File: src/rtl/core/accel_step_detector_core_defines.svh
// assertion macros shared by the step detector rtl
// no dependencies; included by the files that carry assertions
`ifndef ACCEL_STEP_DETECTOR_CORE_DEFINES_SVH
`define ACCEL_STEP_DETECTOR_CORE_DEFINES_SVH
`ifndef SYNTHESIS
`define ASD_ASSERT_SAME(lbl, clk, rst, pre, post) \
   lbl: assert property (@(posedge clk) disable iff (rst) (pre) |-> (post)) \
      else $error("step detector assertion failed");
`define ASD_ASSERT_NEXT(lbl, clk, rst, pre, post) \
   lbl: assert property (@(posedge clk) disable iff (rst) (pre) |=> (post)) \
      else $error("step detector assertion failed");
`else
`define ASD_ASSERT_SAME(lbl, clk, rst, pre, post)
`define ASD_ASSERT_NEXT(lbl, clk, rst, pre, post)
`endif
`endif

File: src/rtl/core/asd_pkg.sv
// shared constants, register codes and pipeline control type for the step detector
// no dependencies
package asd_pkg;

   localparam int NUM_AXES_DEF    = 3;
   localparam int MAX_AXES        = 3;
   localparam int SAMPLE_BITS_DEF = 13;
   localparam int FILTER_TAPS     = 4;
   localparam int AXIS_W          = 2;
   localparam int PERIOD_W        = 8;
   localparam int INTERVAL_W      = 8;
   localparam int VPP_CFG_W       = 13;
   localparam int COUNT_W         = 16;
   localparam int HIST_W          = 4;
   localparam int CSR_IDX_W       = 3;
   localparam int CSR_DATA_W      = 13;

   localparam logic [PERIOD_W-1:0]   PERIOD_RESET   = 8'd50;
   localparam logic [INTERVAL_W-1:0] WIN_MIN_RESET  = 8'd10;
   localparam logic [INTERVAL_W-1:0] WIN_MAX_RESET  = 8'd100;
   localparam logic [VPP_CFG_W-1:0]  RUN_VPP_RESET  = 13'd250;
   localparam logic [VPP_CFG_W-1:0]  WALK_VPP_RESET = 13'd100;

   localparam int MIN_RELOAD      = 1024;
   localparam int RUN_DIVISOR     = 50;
   localparam int WALK_PRECISION  = 3;
   localparam int SLOW_PRECISION  = 2;
   localparam int VPP_RESET       = 30;
   localparam int PRECISION_RESET = 5;

   // floor(x / 50) = (x * RECIP_MULT) >> RECIP_SHIFT, exact for x below 43690
   localparam int RECIP_SHIFT = 21;
   localparam int RECIP_W     = 16;
   localparam int RECIP_MULT  = ((1 << RECIP_SHIFT) + RUN_DIVISOR - 1) / RUN_DIVISOR;

   typedef enum logic [CSR_IDX_W-1:0] {
      CSR_UPDATE_PERIOD = 3'd0,
      CSR_WINDOW_MIN    = 3'd1,
      CSR_WINDOW_MAX    = 3'd2,
      CSR_RUN_VPP       = 3'd3,
      CSR_WALK_VPP      = 3'd4
   } csr_index_type;

   typedef struct packed {
      logic load;    // beat enters the filter stage
      logic adv2;    // item moves into the extremes stage
      logic adv3;    // item moves into the hysteresis stage
      logic update;  // this item closes an update period
   } pipe_ctl_type;

endpackage

File: src/rtl/core/asd_if.sv
// channel interfaces of the step detector: sample request, result and register write
// depends on asd_pkg
interface asd_req_if #(parameter int SAMPLE_BITS = asd_pkg::SAMPLE_BITS_DEF);
   logic                          valid;
   logic                          ready;
   logic signed [SAMPLE_BITS-1:0] accel_x;
   logic signed [SAMPLE_BITS-1:0] accel_y;
   logic signed [SAMPLE_BITS-1:0] accel_z;

   modport source (output valid, output accel_x, output accel_y, output accel_z,
                   input ready);
   modport sink   (input valid, input accel_x, input accel_y, input accel_z,
                   output ready);
endinterface

interface asd_rsp_if;
   import asd_pkg::*;
   logic               valid;
   logic               ready;
   logic [COUNT_W-1:0] step_count;
   logic               step_event;
   logic               rhythm_locked;
   logic [AXIS_W-1:0]  active_axis;

   modport source (output valid, output step_count, output step_event,
                   output rhythm_locked, output active_axis, input ready);
   modport sink   (input valid, input step_count, input step_event,
                   input rhythm_locked, input active_axis, output ready);
endinterface

interface asd_csr_if;
   import asd_pkg::*;
   logic                  valid;
   logic                  ready;
   logic [CSR_IDX_W-1:0]  index;
   logic [CSR_DATA_W-1:0] data;

   modport source (output valid, output index, output data, input ready);
   modport sink   (input valid, input index, input data, output ready);
endinterface

File: src/rtl/core/accel_step_detector_core.sv
// path: a sample beat passes the filter, extremes, hysteresis and merge registers in turn
// throughput: one sample beat per cycle while the result is taken; four register stages
// (filter, extremes, hysteresis, merge) each hold one item, so a stalled result still lets
// the stages behind it fill; reset: synchronous, active high; clears pipeline valids, sets
// detector state to its reset values and loads the default register values
`include "accel_step_detector_core_defines.svh"

module accel_step_detector_core #(
   parameter int NUM_AXES    = asd_pkg::NUM_AXES_DEF,
   parameter int SAMPLE_BITS = asd_pkg::SAMPLE_BITS_DEF
) (
   input  logic       clock,
   input  logic       reset,
   asd_req_if.sink    req_bus,
   asd_rsp_if.source  rsp_bus,
   asd_csr_if.sink    csr_bus
);
   import asd_pkg::*;

   // register file
   logic [PERIOD_W-1:0]   period_ff, period_in;
   logic [INTERVAL_W-1:0] win_min_ff, win_min_in, win_max_ff, win_max_in;
   logic [VPP_CFG_W-1:0]  run_vpp_ff, run_vpp_in, walk_vpp_ff, walk_vpp_in;
   csr_index_type         csr_idx;

   assign csr_bus.ready = 1'b1;
   assign csr_idx       = csr_index_type'(csr_bus.index);

   always_comb begin
      period_in   = period_ff;
      win_min_in  = win_min_ff;
      win_max_in  = win_max_ff;
      run_vpp_in  = run_vpp_ff;
      walk_vpp_in = walk_vpp_ff;
      if (csr_bus.valid) begin
         unique case (csr_idx)
            CSR_UPDATE_PERIOD: period_in   = csr_bus.data[PERIOD_W-1:0];
            CSR_WINDOW_MIN:    win_min_in  = csr_bus.data[INTERVAL_W-1:0];
            CSR_WINDOW_MAX:    win_max_in  = csr_bus.data[INTERVAL_W-1:0];
            CSR_RUN_VPP:       run_vpp_in  = csr_bus.data[VPP_CFG_W-1:0];
            CSR_WALK_VPP:      walk_vpp_in = csr_bus.data[VPP_CFG_W-1:0];
            default: ;
         endcase
      end
   end

   always_ff @(posedge clock) begin
      if (reset) begin
         period_ff   <= PERIOD_RESET;
         win_min_ff  <= WIN_MIN_RESET;
         win_max_ff  <= WIN_MAX_RESET;
         run_vpp_ff  <= RUN_VPP_RESET;
         walk_vpp_ff <= WALK_VPP_RESET;
      end else begin
         period_ff   <= period_in;
         win_min_ff  <= win_min_in;
         win_max_ff  <= win_max_in;
         run_vpp_ff  <= run_vpp_in;
         walk_vpp_ff <= walk_vpp_in;
      end
   end

   // pipeline control: each stage moves when the one after it is empty or moving
   logic v1_ff, v1_in, v2_ff, v2_in, v3_ff, v3_in, rsp_valid_ff, rsp_valid_in;
   logic rdy1, rdy2, rdy3, fire0, fire1, fire2, fire3;

   assign rdy3  = !rsp_valid_ff || rsp_bus.ready;
   assign fire3 = v3_ff && rdy3;
   assign rdy2  = !v3_ff || rdy3;
   assign fire2 = v2_ff && rdy2;
   assign rdy1  = !v2_ff || rdy2;
   assign fire1 = v1_ff && rdy1;
   assign req_bus.ready = !v1_ff || rdy1;
   assign fire0 = req_bus.valid && req_bus.ready;

   assign v1_in        = fire0 || (v1_ff && !rdy1);
   assign v2_in        = fire1 || (v2_ff && !rdy2);
   assign v3_in        = fire2 || (v3_ff && !rdy3);
   assign rsp_valid_in = fire3 || (rsp_valid_ff && !rsp_bus.ready);

   always_ff @(posedge clock) begin
      if (reset) begin
         v1_ff        <= 1'b0;
         v2_ff        <= 1'b0;
         v3_ff        <= 1'b0;
         rsp_valid_ff <= 1'b0;
      end else begin
         v1_ff        <= v1_in;
         v2_ff        <= v2_in;
         v3_ff        <= v3_in;
         rsp_valid_ff <= rsp_valid_in;
      end
   end

   // update period counter, stepped as an item enters the extremes stage
   logic [PERIOD_W-1:0] period_cnt_ff, period_cnt_in, period_cnt_inc;
   logic                period_hit;

   always_comb begin
      period_cnt_inc = period_cnt_ff + 1'b1;
      period_hit     = period_cnt_inc >= period_ff;
      period_cnt_in  = period_cnt_ff;
      if (fire1) begin
         period_cnt_in = period_hit ? '0 : period_cnt_inc;
      end
   end

   always_ff @(posedge clock) begin
      if (reset) begin
         period_cnt_ff <= '0;
      end else begin
         period_cnt_ff <= period_cnt_in;
      end
   end

   pipe_ctl_type ctl;

   assign ctl.load   = fire0;
   assign ctl.adv2   = fire1;
   assign ctl.adv3   = fire2;
   assign ctl.update = period_hit;

   // lanes
   logic signed [SAMPLE_BITS-1:0]        samples [MAX_AXES];
   logic [NUM_AXES-1:0][SAMPLE_BITS-1:0] lane_vpp;
   logic [NUM_AXES-1:0]                  lane_cross;

   assign samples[0] = req_bus.accel_x;
   assign samples[1] = req_bus.accel_y;
   assign samples[2] = req_bus.accel_z;

   for (genvar a = 0; a < NUM_AXES; a++) begin : g_lane
      asd_lane #(
         .SAMPLE_BITS (SAMPLE_BITS)
      ) u_lane (
         .clock    (clock),
         .reset    (reset),
         .ctl      (ctl),
         .sample_i (samples[a]),
         .run_vpp  (run_vpp_ff),
         .walk_vpp (walk_vpp_ff),
         .vpp_o    (lane_vpp[a]),
         .cross_o  (lane_cross[a])
      );
   end

   asd_merge #(
      .NUM_AXES    (NUM_AXES),
      .SAMPLE_BITS (SAMPLE_BITS)
   ) u_merge (
      .clock           (clock),
      .reset           (reset),
      .adv             (fire3),
      .vpp_i           (lane_vpp),
      .cross_i         (lane_cross),
      .window_min      (win_min_ff),
      .window_max      (win_max_ff),
      .step_count_o    (rsp_bus.step_count),
      .step_event_o    (rsp_bus.step_event),
      .rhythm_locked_o (rsp_bus.rhythm_locked),
      .active_axis_o   (rsp_bus.active_axis)
   );

   assign rsp_bus.valid = rsp_valid_ff;

   `ASD_ASSERT_NEXT(a_accept_fills_s1, clock, reset, fire0, v1_ff)
   `ASD_ASSERT_SAME(a_empty_s1_takes, clock, reset, !v1_ff, req_bus.ready)
   `ASD_ASSERT_NEXT(a_s2_holds_on_stall, clock, reset, v2_ff && !rdy2, v2_ff)

endmodule

File: src/rtl/core/asd_lane.sv
// one axis lane: magnitude, moving average, extremes tracking, threshold and precision
// update, hysteresis; depends on asd_pkg
module asd_lane #(
   parameter int SAMPLE_BITS = asd_pkg::SAMPLE_BITS_DEF
) (
   input  logic                               clock,
   input  logic                               reset,
   input  asd_pkg::pipe_ctl_type              ctl,
   input  logic signed [SAMPLE_BITS-1:0]      sample_i,
   input  logic [asd_pkg::VPP_CFG_W-1:0]      run_vpp,
   input  logic [asd_pkg::VPP_CFG_W-1:0]      walk_vpp,
   output logic [SAMPLE_BITS-1:0]             vpp_o,
   output logic                               cross_o
);
   import asd_pkg::*;

   localparam int W         = SAMPLE_BITS;
   localparam int TAP_SHIFT = $clog2(FILTER_TAPS);
   localparam int SUM_W     = W + TAP_SHIFT;
   localparam int XW        = (W > 11) ? W : 11;   // room for the min reload value
   localparam int CMP_W     = (XW > VPP_CFG_W) ? XW : VPP_CFG_W;
   localparam int PREC_W    = $clog2(((1 << (W - 1)) / RUN_DIVISOR) + 1);
   localparam int PROD_W    = W + RECIP_W;

   // stage 1: magnitude and moving average
   logic [W-1:0]     mag;
   logic [W-1:0]     taps_ff [FILTER_TAPS-1];
   logic [W-1:0]     taps_in [FILTER_TAPS-1];
   logic [SUM_W-1:0] tap_sum;
   logic [W-1:0]     filt1_ff, filt1_in;

   assign mag = sample_i[W-1] ? $unsigned(-sample_i) : $unsigned(sample_i);

   always_comb begin
      tap_sum = SUM_W'(mag);
      for (int k = 0; k < FILTER_TAPS - 1; k++) begin
         tap_sum = tap_sum + SUM_W'(taps_ff[k]);
      end
      filt1_in = tap_sum[SUM_W-1:TAP_SHIFT];
      taps_in  = taps_ff;
      if (ctl.load) begin
         taps_in[0] = mag;
         for (int k = 1; k < FILTER_TAPS - 1; k++) begin
            taps_in[k] = taps_ff[k-1];
         end
      end
   end

   always_ff @(posedge clock) begin
      if (reset) begin
         for (int k = 0; k < FILTER_TAPS - 1; k++) begin
            taps_ff[k] <= (k < 2) ? W'(1) : '0;
         end
      end else begin
         taps_ff <= taps_in;
      end
   end

   always_ff @(posedge clock) begin
      if (ctl.load) begin
         filt1_ff <= filt1_in;
      end
   end

   // stage 2: extremes, peak-to-peak, threshold, slow detection
   logic [XW-1:0] max_ff, max_in, min_ff, min_in;
   logic [XW-1:0] thr_ff, thr_in;
   logic [W-1:0]  vpp_ff, vpp_in;
   logic          slow_ff, slow_in;
   logic [XW-1:0] filt_x, max_n, min_n, vpp_w;
   logic [XW:0]   mm_sum;
   logic [W-1:0]  vpp_n;
   logic          run_hit, walk_hit;
   logic [W-1:0]  filt2_ff;
   logic          upd2_ff, run2_ff;

   always_comb begin
      filt_x   = XW'(filt1_ff);
      max_n    = (filt_x > max_ff) ? filt_x : max_ff;
      min_n    = (filt_x < min_ff) ? filt_x : min_ff;
      vpp_w    = (max_n >= min_n) ? max_n - min_n : '0;
      vpp_n    = vpp_w[W-1:0];
      mm_sum   = {1'b0, max_n} + {1'b0, min_n};
      run_hit  = CMP_W'(vpp_n) >= CMP_W'(run_vpp);
      walk_hit = CMP_W'(vpp_n) >= CMP_W'(walk_vpp);
      max_in   = max_ff;
      min_in   = min_ff;
      thr_in   = thr_ff;
      vpp_in   = vpp_ff;
      slow_in  = slow_ff;
      if (ctl.adv2) begin
         if (ctl.update) begin
            max_in  = '0;
            min_in  = XW'(MIN_RELOAD);
            thr_in  = mm_sum[XW:1];
            vpp_in  = vpp_n;
            slow_in = !run_hit && !walk_hit;
         end else begin
            max_in  = max_n;
            min_in  = min_n;
         end
      end
   end

   always_ff @(posedge clock) begin
      if (reset) begin
         max_ff  <= '0;
         min_ff  <= '0;
         thr_ff  <= '0;
         vpp_ff  <= W'(VPP_RESET);
         slow_ff <= 1'b0;
      end else begin
         max_ff  <= max_in;
         min_ff  <= min_in;
         thr_ff  <= thr_in;
         vpp_ff  <= vpp_in;
         slow_ff <= slow_in;
      end
   end

   always_ff @(posedge clock) begin
      if (ctl.adv2) begin
         filt2_ff <= filt1_ff;
         upd2_ff  <= ctl.update;
         run2_ff  <= run_hit;
      end
   end

   // stage 3: precision and hysteresis; stage 2 state belongs to the item in stage 2 here
   logic [PROD_W-1:0]                 prod;
   logic [PROD_W-RECIP_SHIFT-1:0]     quot;
   logic [PREC_W-1:0]                 prec_ff, prec_in, prec_eff;
   logic [W-1:0]                      held_old_ff, held_old_in, held_new_ff, held_new_in;
   logic [W-1:0]                      diff;
   logic [XW-1:0]                     thr3_ff;
   logic                              slow3_ff;
   logic [W-1:0]                      vpp3_ff;

   assign prod = PROD_W'(vpp_ff) * PROD_W'(RECIP_MULT);
   assign quot = prod[PROD_W-1:RECIP_SHIFT];

   always_comb begin
      if (!upd2_ff) begin
         prec_eff = prec_ff;
      end else if (run2_ff) begin
         prec_eff = quot[PREC_W-1:0];
      end else if (slow_ff) begin
         prec_eff = PREC_W'(SLOW_PRECISION);
      end else begin
         prec_eff = PREC_W'(WALK_PRECISION);
      end
      diff        = (filt2_ff >= held_new_ff) ? filt2_ff - held_new_ff
                                              : held_new_ff - filt2_ff;
      prec_in     = prec_ff;
      held_old_in = held_old_ff;
      held_new_in = held_new_ff;
      if (ctl.adv3) begin
         prec_in     = prec_eff;
         held_old_in = held_new_ff;
         if (diff >= W'(prec_eff)) begin
            held_new_in = filt2_ff;
         end
      end
   end

   always_ff @(posedge clock) begin
      if (reset) begin
         prec_ff     <= PREC_W'(PRECISION_RESET);
         held_old_ff <= '0;
         held_new_ff <= '0;
      end else begin
         prec_ff     <= prec_in;
         held_old_ff <= held_old_in;
         held_new_ff <= held_new_in;
      end
   end

   always_ff @(posedge clock) begin
      if (ctl.adv3) begin
         thr3_ff  <= thr_ff;
         slow3_ff <= slow_ff;
         vpp3_ff  <= vpp_ff;
      end
   end

   // downward crossing of the threshold, seen on the item held in stage 3
   assign cross_o = (XW'(held_old_ff) >= thr3_ff) && (XW'(held_new_ff) < thr3_ff) && !slow3_ff;
   assign vpp_o   = vpp3_ff;

endmodule

File: src/rtl/core/asd_merge.sv
// merge stage: picks the most active axis, tests its crossing against the step window,
// keeps the step count and rhythm state and registers the result beat; depends on asd_pkg
`include "accel_step_detector_core_defines.svh"

module asd_merge #(
   parameter int NUM_AXES    = asd_pkg::NUM_AXES_DEF,
   parameter int SAMPLE_BITS = asd_pkg::SAMPLE_BITS_DEF
) (
   input  logic                                      clock,
   input  logic                                      reset,
   input  logic                                      adv,
   input  logic [NUM_AXES-1:0][SAMPLE_BITS-1:0]      vpp_i,
   input  logic [NUM_AXES-1:0]                       cross_i,
   input  logic [asd_pkg::INTERVAL_W-1:0]            window_min,
   input  logic [asd_pkg::INTERVAL_W-1:0]            window_max,
   output logic [asd_pkg::COUNT_W-1:0]               step_count_o,
   output logic                                      step_event_o,
   output logic                                      rhythm_locked_o,
   output logic [asd_pkg::AXIS_W-1:0]                active_axis_o
);
   import asd_pkg::*;

   logic [SAMPLE_BITS-1:0] best_vpp;
   logic [AXIS_W-1:0]      act;
   logic                   cross_sel;
   logic [INTERVAL_W-1:0]  interval_ff, interval_in, interval_inc;
   logic [HIST_W-1:0]      hist_ff, hist_in, hist_shift;
   logic [COUNT_W-1:0]     total_ff, total_in;
   logic                   locked_ff, locked_in;
   logic                   in_window, event_in;
   logic [COUNT_W-1:0]     count_out_ff;
   logic                   event_out_ff, locked_out_ff;
   logic [AXIS_W-1:0]      axis_out_ff;

   // ties keep the lower axis
   always_comb begin
      best_vpp  = vpp_i[0];
      act       = '0;
      cross_sel = cross_i[0];
      for (int a = 1; a < NUM_AXES; a++) begin
         if (vpp_i[a] > best_vpp) begin
            best_vpp  = vpp_i[a];
            act       = AXIS_W'(a);
            cross_sel = cross_i[a];
         end
      end
   end

   always_comb begin
      interval_inc = (interval_ff == {INTERVAL_W{1'b1}}) ? interval_ff : interval_ff + 1'b1;
      in_window    = (interval_inc > window_min) && (interval_inc < window_max);
      hist_shift   = {hist_ff[HIST_W-2:0], 1'b1};
      interval_in  = interval_ff;
      hist_in      = hist_ff;
      total_in     = total_ff;
      locked_in    = locked_ff;
      event_in     = 1'b0;
      if (adv) begin
         interval_in = interval_inc;
         if (cross_sel) begin
            interval_in = '0;
            if (in_window) begin
               event_in  = 1'b1;
               total_in  = total_ff + 1'b1;
               hist_in   = hist_shift;
               locked_in = locked_ff || (&hist_shift);
            end else begin
               hist_in   = '0;
            end
         end
      end
   end

   always_ff @(posedge clock) begin
      if (reset) begin
         interval_ff <= '0;
         hist_ff     <= '0;
         total_ff    <= '0;
         locked_ff   <= 1'b0;
      end else begin
         interval_ff <= interval_in;
         hist_ff     <= hist_in;
         total_ff    <= total_in;
         locked_ff   <= locked_in;
      end
   end

   always_ff @(posedge clock) begin
      if (adv) begin
         count_out_ff  <= total_in;
         event_out_ff  <= event_in;
         locked_out_ff <= locked_in;
         axis_out_ff   <= act;
      end
   end

   assign step_count_o    = count_out_ff;
   assign step_event_o    = event_out_ff;
   assign rhythm_locked_o = locked_out_ff;
   assign active_axis_o   = axis_out_ff;

   `ASD_ASSERT_NEXT(a_locked_sticky, clock, reset, locked_ff, locked_ff)
   `ASD_ASSERT_NEXT(a_step_fills_history, clock, reset, adv && event_in, hist_ff[0] && (interval_ff == '0))
   `ASD_ASSERT_NEXT(a_step_bumps_count, clock, reset, adv && event_in, total_ff == $past(total_ff) + 1'b1)

endmodule
File: src/flat_wrapper.sv
// flat-port wrapper written by rule: the top's interface ports become plain ports
module accel_step_detector_core_flat import asd_pkg::*;
#(
   parameter int NUM_AXES    = asd_pkg::NUM_AXES_DEF,
   parameter int SAMPLE_BITS = asd_pkg::SAMPLE_BITS_DEF
)
  (clock, reset, req_bus_valid, req_bus_accel_x, req_bus_accel_y, req_bus_accel_z, req_bus_ready, rsp_bus_valid, rsp_bus_step_count, rsp_bus_step_event, rsp_bus_rhythm_locked, rsp_bus_active_axis, rsp_bus_ready, csr_bus_valid, csr_bus_index, csr_bus_data, csr_bus_ready);
  asd_req_if #(.SAMPLE_BITS(SAMPLE_BITS)) req_bus_i ();
  asd_rsp_if rsp_bus_i ();
  asd_csr_if csr_bus_i ();
  input  logic clock;
  input  logic reset;
  input wire logic [$bits(req_bus_i.valid)-1:0] req_bus_valid;
  input wire logic [$bits(req_bus_i.accel_x)-1:0] req_bus_accel_x;
  input wire logic [$bits(req_bus_i.accel_y)-1:0] req_bus_accel_y;
  input wire logic [$bits(req_bus_i.accel_z)-1:0] req_bus_accel_z;
  output wire logic [$bits(req_bus_i.ready)-1:0] req_bus_ready;
  output wire logic [$bits(rsp_bus_i.valid)-1:0] rsp_bus_valid;
  output wire logic [$bits(rsp_bus_i.step_count)-1:0] rsp_bus_step_count;
  output wire logic [$bits(rsp_bus_i.step_event)-1:0] rsp_bus_step_event;
  output wire logic [$bits(rsp_bus_i.rhythm_locked)-1:0] rsp_bus_rhythm_locked;
  output wire logic [$bits(rsp_bus_i.active_axis)-1:0] rsp_bus_active_axis;
  input wire logic [$bits(rsp_bus_i.ready)-1:0] rsp_bus_ready;
  input wire logic [$bits(csr_bus_i.valid)-1:0] csr_bus_valid;
  input wire logic [$bits(csr_bus_i.index)-1:0] csr_bus_index;
  input wire logic [$bits(csr_bus_i.data)-1:0] csr_bus_data;
  output wire logic [$bits(csr_bus_i.ready)-1:0] csr_bus_ready;
  assign req_bus_i.valid = req_bus_valid;
  assign req_bus_i.accel_x = req_bus_accel_x;
  assign req_bus_i.accel_y = req_bus_accel_y;
  assign req_bus_i.accel_z = req_bus_accel_z;
  assign req_bus_ready = req_bus_i.ready;
  assign rsp_bus_valid = rsp_bus_i.valid;
  assign rsp_bus_step_count = rsp_bus_i.step_count;
  assign rsp_bus_step_event = rsp_bus_i.step_event;
  assign rsp_bus_rhythm_locked = rsp_bus_i.rhythm_locked;
  assign rsp_bus_active_axis = rsp_bus_i.active_axis;
  assign rsp_bus_i.ready = rsp_bus_ready;
  assign csr_bus_i.valid = csr_bus_valid;
  assign csr_bus_i.index = csr_bus_index;
  assign csr_bus_i.data = csr_bus_data;
  assign csr_bus_ready = csr_bus_i.ready;
  accel_step_detector_core #(.NUM_AXES(NUM_AXES), .SAMPLE_BITS(SAMPLE_BITS)) u_core (.clock(clock), .reset(reset), .req_bus(req_bus_i), .rsp_bus(rsp_bus_i), .csr_bus(csr_bus_i));
endmodule
File: config.mk
export PLATFORM = sky130hd
export DESIGN_NAME = accel_step_detector_core_flat
export DESIGN_NICKNAME = d
export VERILOG_FILES = /design/src/rtl/core/asd_pkg.sv /design/src/rtl/core/asd_if.sv /design/src/rtl/core/accel_step_detector_core.sv /design/src/rtl/core/asd_lane.sv /design/src/rtl/core/asd_merge.sv /design/src/flat_wrapper.sv
export VERILOG_INCLUDE_DIRS = /design/src /design/src/rtl/core
export SDC_FILE = /design/constraint.sdc
export NUM_CORES = 2
export LEC_CHECK = 0
export BUFFER_PORTS_ARGS = -buffer_cell sky130_fd_sc_hd__buf_2
export CORE_UTILIZATION = 50
export CTS_CLUSTER_DIAMETER = 120
export DETAILED_ROUTE_END_ITERATION = 12
export PLACE_DENSITY = 0.69
export SYNTH_ARGS = -nofsm -noshare
export SYNTH_HDL_FRONTEND = slang
export SYNTH_HIERARCHICAL = 1
export SYNTH_SLANG_ARGS = --single-unit
File: constraint.sdc
create_clock -name clock -period 29.8 [get_ports clock]
set_input_delay 5.96 -clock clock [delete_from_list [all_inputs] [get_ports clock]]
set_output_delay 5.96 -clock clock [all_outputs]
set_load 0.01 [all_outputs]
Word level (Yosys, flattened, before mapping) --
Cells that the tools add are included.
Storage, ports and cells: register bits after elaboration 648, latch bits 0, RAM bits 0, memory bits (read-only) 0, input bits 60, output and inout port bits 23, word-level logic and storage cells 238, memories 0
Cells by class: $add $sub $neg 27, $mul 3, div/mod/pow operators 0, $lt $le $gt $ge 32, equality and inequality tests 5, shift-type cells 0, multiplexer cells 45, bitwise operators 0, reductions and logical operators 56
Operators by type and width (count):
- two-way mux 13 bit | 22
- greater-or-equal comparator 13 bit | 15
- subtractor 13 bit | 9
- adder 13 x 13 -> 14 bit | 6
- < comparator 13 bit | 6
- multiplier 13 x 13 -> 25 bit (second input constant) | 3
- greater-than comparator 13 bit | 5
- two-way mux 16 bit | 3
- adder 14 x 13 -> 15 bit | 3
- adder 15 x 13 -> 15 bit | 3
- two-way mux 7 bit | 6
- greater-or-equal comparator 13 x 7 -> 1 bit | 3
- negation 13 bit | 3
- two-way mux 8 bit | 3
- AND reduction 2 bit | 10
- logical AND 1 bit | 18
- zero test 1 bit | 17
- adder 16 x 1 -> 16 bit (second input constant) | 1
- adder 8 x 1 -> 8 bit (second input constant) | 2
- two-way mux 1 bit | 10
- logical OR 1 bit | 9
- equality test 8 bit (second input constant) | 1
- greater-or-equal comparator 8 bit | 1
- greater-than comparator 8 bit | 1
- 7 further kinds | 8

Logic depth before layout (Yosys ltp) --
depth after elaboration 7, mapped depth 34

Cells and area by module --
Netlist, hierarchy kept.
By module, submodules not included:
- asd_lane at u_core.g_lane[1].u_lane | times used 1, cells each 1637, area each 15227.1 um^2
- asd_lane at u_core.g_lane[0].u_lane | times used 1, cells each 1604, area each 15030.7 um^2
- asd_lane at u_core.g_lane[2].u_lane | times used 1, cells each 1600, area each 14918.1 um^2
- asd_merge | times used 1, cells each 375, area each 3419.5 um^2
- accel_step_detector_core | times used 1, cells each 300, area each 2562.5 um^2

Least setup slack after synthesis --
Ideal clock, no wire load.
kind in2reg, start input port rsp_bus_ready, end register u_core.g_lane[2].u_lane.prec_ff[0], setup time 129 ps, arrival time 13363 ps, data required time 29671 ps, slack 16307 ps, stages 6, buffers on the path 2, cells stage by stage nor2b_1 a21boi_0 clkbuf_1 clkbuf_1 mux2i_1 nand2_1
On the way: longest elaborated chain between the ends 3
RTL lines:
- start, declared | line flat_wrapper.sv:23 | input wire logic [$bits(rsp_bus_i.ready)-1:0] rsp_bus_ready;
- logical OR 1 bit | line accel_step_detector_core.sv:67 | assign rdy3 = !rsp_valid_ff || rsp_bus.ready;
- logical OR 1 bit | line accel_step_detector_core.sv:69 | assign rdy2 = !v3_ff || rdy3;
- logical AND 1 bit | line accel_step_detector_core.sv:70 | assign fire2 = v2_ff && rdy2;
- named net u_core.fire2 | line accel_step_detector_core.sv:65 | logic rdy1, rdy2, rdy3, fire0, fire1, fire2, fire3;
- end signal, assigned | line asd_lane.sv:168 | prec_ff <= PREC_W'(PRECISION_RESET);
- end signal, assigned | line asd_lane.sv:172 | prec_ff <= prec_in;
- end, declared | line asd_lane.sv:132 | logic [PREC_W-1:0] prec_ff, prec_in, prec_eff;
The timed path passes the listed nets, and every way through them passes these cells. A chain may end at the register's enable or synchronous reset.

Worst setup path in the final report --
start input port rsp_bus_ready, end output port req_bus_ready
On the way: longest elaborated chain between the ends 4
RTL lines:
- logical OR 1 bit | line accel_step_detector_core.sv:67
- logical OR 1 bit | line accel_step_detector_core.sv:69
- logical OR 1 bit | line accel_step_detector_core.sv:71 | assign rdy1 = !v2_ff || rdy2;
- logical OR 1 bit | line accel_step_detector_core.sv:73 | assign req_bus.ready = !v1_ff || rdy1;
- end, declared | line flat_wrapper.sv:17 | output wire logic [$bits(req_bus_i.ready)-1:0] req_bus_ready;
No other way between the ends.

==> reports/results.md <==
| Item | Value |
|---|---|
| GR met3 Demand/Resource | 2.74% |
| Timing endpoint of the critical path | req_bus_ready |
| Met2 Use GR | 37.0% |
| Run status | finished, final reports clean |
| Number of design-rule violations left by the first detailed-router iteration | 2221 |
| Vias after detailed routing | 37700 |
| All-Layer GR Usage | 22.2% |
| CTS sink count | 650 |
| Number of buffers created by CTS | 77 |
| Post_cts resized | 0 |
| Die area | 104000 um^2 |
| Share of flip-flops with an asynchronous set or reset after synthesis | 0% |
| Tightest hold margin | 0.411 ns |
| NetSw | 0.00119 W |
| Worst Path Required | 23.84 ns |
| Max-slew headroom at the worst pin | 19.8% |
| Number of library cell types mapped by synthesis | 104 |
| Number of design rule violations left after detail routing | 0 |
| Synth Warn # | 6 |
| Synthesis-stage register bit count | 650 |
| Fin Setup TNS | 0 ns |
| Critical path class | in -> out |
| Hold/Removal Path Class | reg -> reg |
| Cts hold-fix bufs | 0 |
| Ratio of routed vias to standard cells | 5.44 |
| Leak | 26.2 nW |
| Post-CTS repair timing setup buffer count | 0 |
| Max Fclk | 76.7 MHz |
| Ports placed on the boundary | 83 |
| Max Transition Viols Final | 0 |
| Count of buffers inserted at the top-level ports | 81 |
| Part of the cycle the worst path needs | 43.7% |
| Drt wl/cell | 16.5 um |
| Ratio of cells with drive above 1 in the final layout | 6.04% |
| CTS clk-pin slew, worst paths | 0.06 ns |
| Internal Pwr Total | 0.00204 W |
| Number of enable-type register cells in the synthesized netlist | 185 |
| Area Growth Syn to Fin | 8.14% |
| Setup-violating endpoint count in the final report | 0 |
| Worst reg-to-reg setup slack | 21.43 ns |
| Avg Synthesized Cell Area | 9.27 um^2 |
| Remaining Overflow, GRT | 0 |
| Power share of the sequential group | 32.7% |
| Biggest area contributors in the synthesized netlist | sky130_fd_sc_hd__ha_1 (19%), sky130_fd_sc_hd__dfxtp_1 (18%), sky130_fd_sc_hd__edfxtp_1 (11%) |
| Initial DRT Pass Iterations | 6 |
| Core Rows | 116 |
| Horizontal die dimension | 322 um |
| Beginning of the worst register-to-register path | u_core/g_lane[2].u_lane/vpp_ff[10]$_SDFFE_PP0P_ |
| Kind of end point of the critical path | primary output |
| GRT busiest layer | met2 |
| Pin slew with the least headroom to its limit | 1.20 ns |
| Y dimension of the die | 322 um |
| Max-cap viol count | 0 |
| Initial Utilization | 50.8% |
| Final weighted congestion in routability-driven placement | 0.874 |
| Skew-Pair Late Insertion Delay | 0.67 ns |
| CTS Root Buffer Type | sky130_fd_sc_hd__clkbuf_16 |
| DRT Wirelength | 115000 um |
| Most common library cell in the layout ignoring fill and taps | sky130_fd_sc_hd__inv_1 |
| CTS Buffer Depth | 3 |
| Maximum ir drop on the vdd rail | 0.0377 mV |
| Combinational cell fraction of total power | 37.7% |
| Clock network power share | 29.7% |
| Power Density | 58.4 nW/um^2 |
| # nets final | 6596 |
| Setup repair after global routing missed its margin | no |
| CP Data Arrival Time | 7.07 ns |
| Cell count of the worst reg-to-reg path | 27 |
| Net switching share of the total power | 36.8% |
| Pin count of the biggest net entering global routing | 166 |
| Share of the yosys chip area belonging to registers | 29.1% |
| Hold Vio Cnt, Final | 0 |
| Critical path startpoint category | input port |
| Post-detailed-placement cell area | 52700 um^2 |
| Fin util | 54.9% |
| Post-synth top area share | 18.7% |
| Post-synthesis cell area | 51200 um^2 |
| Post-synthesis instance total | 5516 |
| Worst reg2reg path endpoint | u_core/g_lane[2].u_lane/held_new_ff[7]$_SDFFE_PP0P_ |
| Wire length of the first global-routing pass | 188000 um |
| Final ANT Viol Nets | 0 |
| Top FF cell, synth | sky130_fd_sc_hd__dfxtp_1 |
| Deepest level of the CTS H-tree | 3 |
| Detail Placement HPWL | 86900 um |
| Library cell with the largest summed area after synthesis | sky130_fd_sc_hd__ha_1 |
| Most frequent cells in the layout | sky130_fd_sc_hd__inv_1 (853), sky130_fd_sc_hd__ha_1 (763), sky130_fd_sc_hd__dfxtp_1 (465), sky130_fd_sc_hd__nor2_1 (444), sky130_fd_sc_hd__nand2_1 (364) |
| Syn Nets | 6597 |
| First element of the critical path | rsp_bus_ready |
| Met1 Resource Use GR | 30.5% |
| CTS tree | done |
| Minimum clock period after layout | 13.03 ns |
| Worst-path fanout max | 5 |
| Placeable core area | 101000 um^2 |
| Cell area after layout | 55300 um^2 |
| Number of antenna violations at the first check in global routing | 5 |
| Number of global-route vias before repair | 37200 |
| Worst clock skew | 0.0342 ns |
[state kept, by name, summed over array words and instances, names as in the netlist, 8 cells and up]
signal	cells
u_core/g_lane.u_lane/prec_ff	21
u_core/g_lane.u_lane/thr_ff	39
u_core/g_lane.u_lane/vpp_o	39
u_core/g_lane.u_lane/vpp_ff	39
u_core/period_cnt_ff	8
u_core/g_lane.u_lane/thr3_ff	39
u_core/g_lane.u_lane/filt2_ff	39
u_core/win_min_ff	8
u_core/g_lane.u_lane/min_ff	39
u_core/g_lane.u_lane/max_ff	39
u_core/g_lane.u_lane/taps_ff	117
u_core/g_lane.u_lane/held_old_ff	39
u_core/walk_vpp_ff	13
u_core/period_ff	8
u_core/run_vpp_ff	13
u_core/u_merge/total_ff	16
u_core/u_merge/interval_ff	8
u_core/u_merge/step_count_o	16
u_core/win_max_ff	8
u_core/g_lane.u_lane/filt1_ff	39
u_core/g_lane.u_lane/held_new_ff	39
[metrics by stage]
step	setup WS, ns	std cells	power [W]
global route	16.66	6937	0.00344
finish	16.77	6940	0.00323
global placement	16.80	6793	0.00225
floorplan	16.31	5516	0.00196
CTS	16.78	6937	0.00325
detailed placement	16.78	6793	0.00228
[synth_stat cells (44+ instances only)]
cell                       instances
sky130_fd_sc_hd__nand2b_1         44
sky130_fd_sc_hd__mux2i_1         223
sky130_fd_sc_hd__nor2_1          445
sky130_fd_sc_hd__xor2_1           67
sky130_fd_sc_hd__nor2b_1          82
sky130_fd_sc_hd__clkbuf_1        148
sky130_fd_sc_hd__a211oi_1         51
sky130_fd_sc_hd__a21o_1          130
sky130_fd_sc_hd__a21oi_1         350
sky130_fd_sc_hd__nor3_1           52
sky130_fd_sc_hd__ha_1            763
sky130_fd_sc_hd__xnor2_1         120
sky130_fd_sc_hd__fa_1            258
sky130_fd_sc_hd__o21ai_0         138
sky130_fd_sc_hd__dfxtp_1         465
sky130_fd_sc_hd__edfxtp_1        185
sky130_fd_sc_hd__nand3_1          75
sky130_fd_sc_hd__a22o_1           49
sky130_fd_sc_hd__inv_1           854
sky130_fd_sc_hd__nand2_1         364
[power by group through the flow]
stage	clock network, W	registers [W]	logic [W]
3_3_place_gp	0	0.00107	0.00117
4_1_cts	0.000979	0.00106	0.00121
5_1_grt	0.00101	0.00106	0.00137
2_1_floorplan	0	0.00103	0.000923
3_5_place_dp	0	0.00107	0.00120
6_report	0.000958	0.00106	0.00122
[worst min-delay path by stage]
stage                                                    startpoint                                             to  slack (ns)  cells after the start
finish               u_core/g_lane[2].u_lane/thr_ff[3]$_SDFFE_PP0P_   u_core/g_lane[2].u_lane/thr3_ff[3]$_DFFE_PP_        0.41                      0
global route         u_core/g_lane[2].u_lane/thr_ff[3]$_SDFFE_PP0P_   u_core/g_lane[2].u_lane/thr3_ff[3]$_DFFE_PP_        0.44                      0
CTS                  u_core/g_lane[2].u_lane/thr_ff[3]$_SDFFE_PP0P_   u_core/g_lane[2].u_lane/thr3_ff[3]$_DFFE_PP_        0.42                      0
detailed placement   u_core/g_lane[0].u_lane/thr_ff[0]$_SDFFE_PP0P_   u_core/g_lane[0].u_lane/thr3_ff[0]$_DFFE_PP_        0.42                      0
global placement     u_core/g_lane[2].u_lane/thr_ff[8]$_SDFFE_PP0P_   u_core/g_lane[2].u_lane/thr3_ff[8]$_DFFE_PP_        0.41                      0
floorplan           u_core/g_lane[1].u_lane/thr_ff[12]$_SDFFE_PP0P_  u_core/g_lane[1].u_lane/thr3_ff[12]$_DFFE_PP_        0.41                      0
[critical path, cell delays in order]
cell and delay (ns):
sky130_fd_sc_hd__buf_2 0.10, sky130_fd_sc_hd__nor2b_1 0.43, sky130_fd_sc_hd__and3_1 0.34, sky130_fd_sc_hd__nand2_1 0.09
sky130_fd_sc_hd__buf_2 0.15
[cell type report]
class	instances	area, um^2
fill	9006	45400
sequential	650	14900
clock buffer	111	2230
timing repair buffer	111	653
inverter	854	3210
antenna	3	7.51
multi-input combinational	3821	32300
tap	1357	1700
clock inverter	33	344
[routing by layer]
layer,up-vias,share of wire (%)
met1,18100,48
met3,150,3.8
li1,18800,-
met2,670,46
met5,-,0.011
met4,2,2.0
[kinds of logic (layout without fill, tap and decap cells)]
logic type | Yosys count | in the layout | share of synthesized area, %
flops | 650 | 650 | 29.1
simple gates | 1267 | 1267 | 11.6
fa+ha+maj | 1021 | 1021 | 28.8
other cells | 1 | 4 | 0.00733
compound gates | 1074 | 1074 | 14.1
buf+inv | 1045 | 1109 | 7.84
xor+xnor | 187 | 187 | 3.20
mux | 271 | 271 | 5.44
No activity file was read; power rests on OpenSTA's default activity.
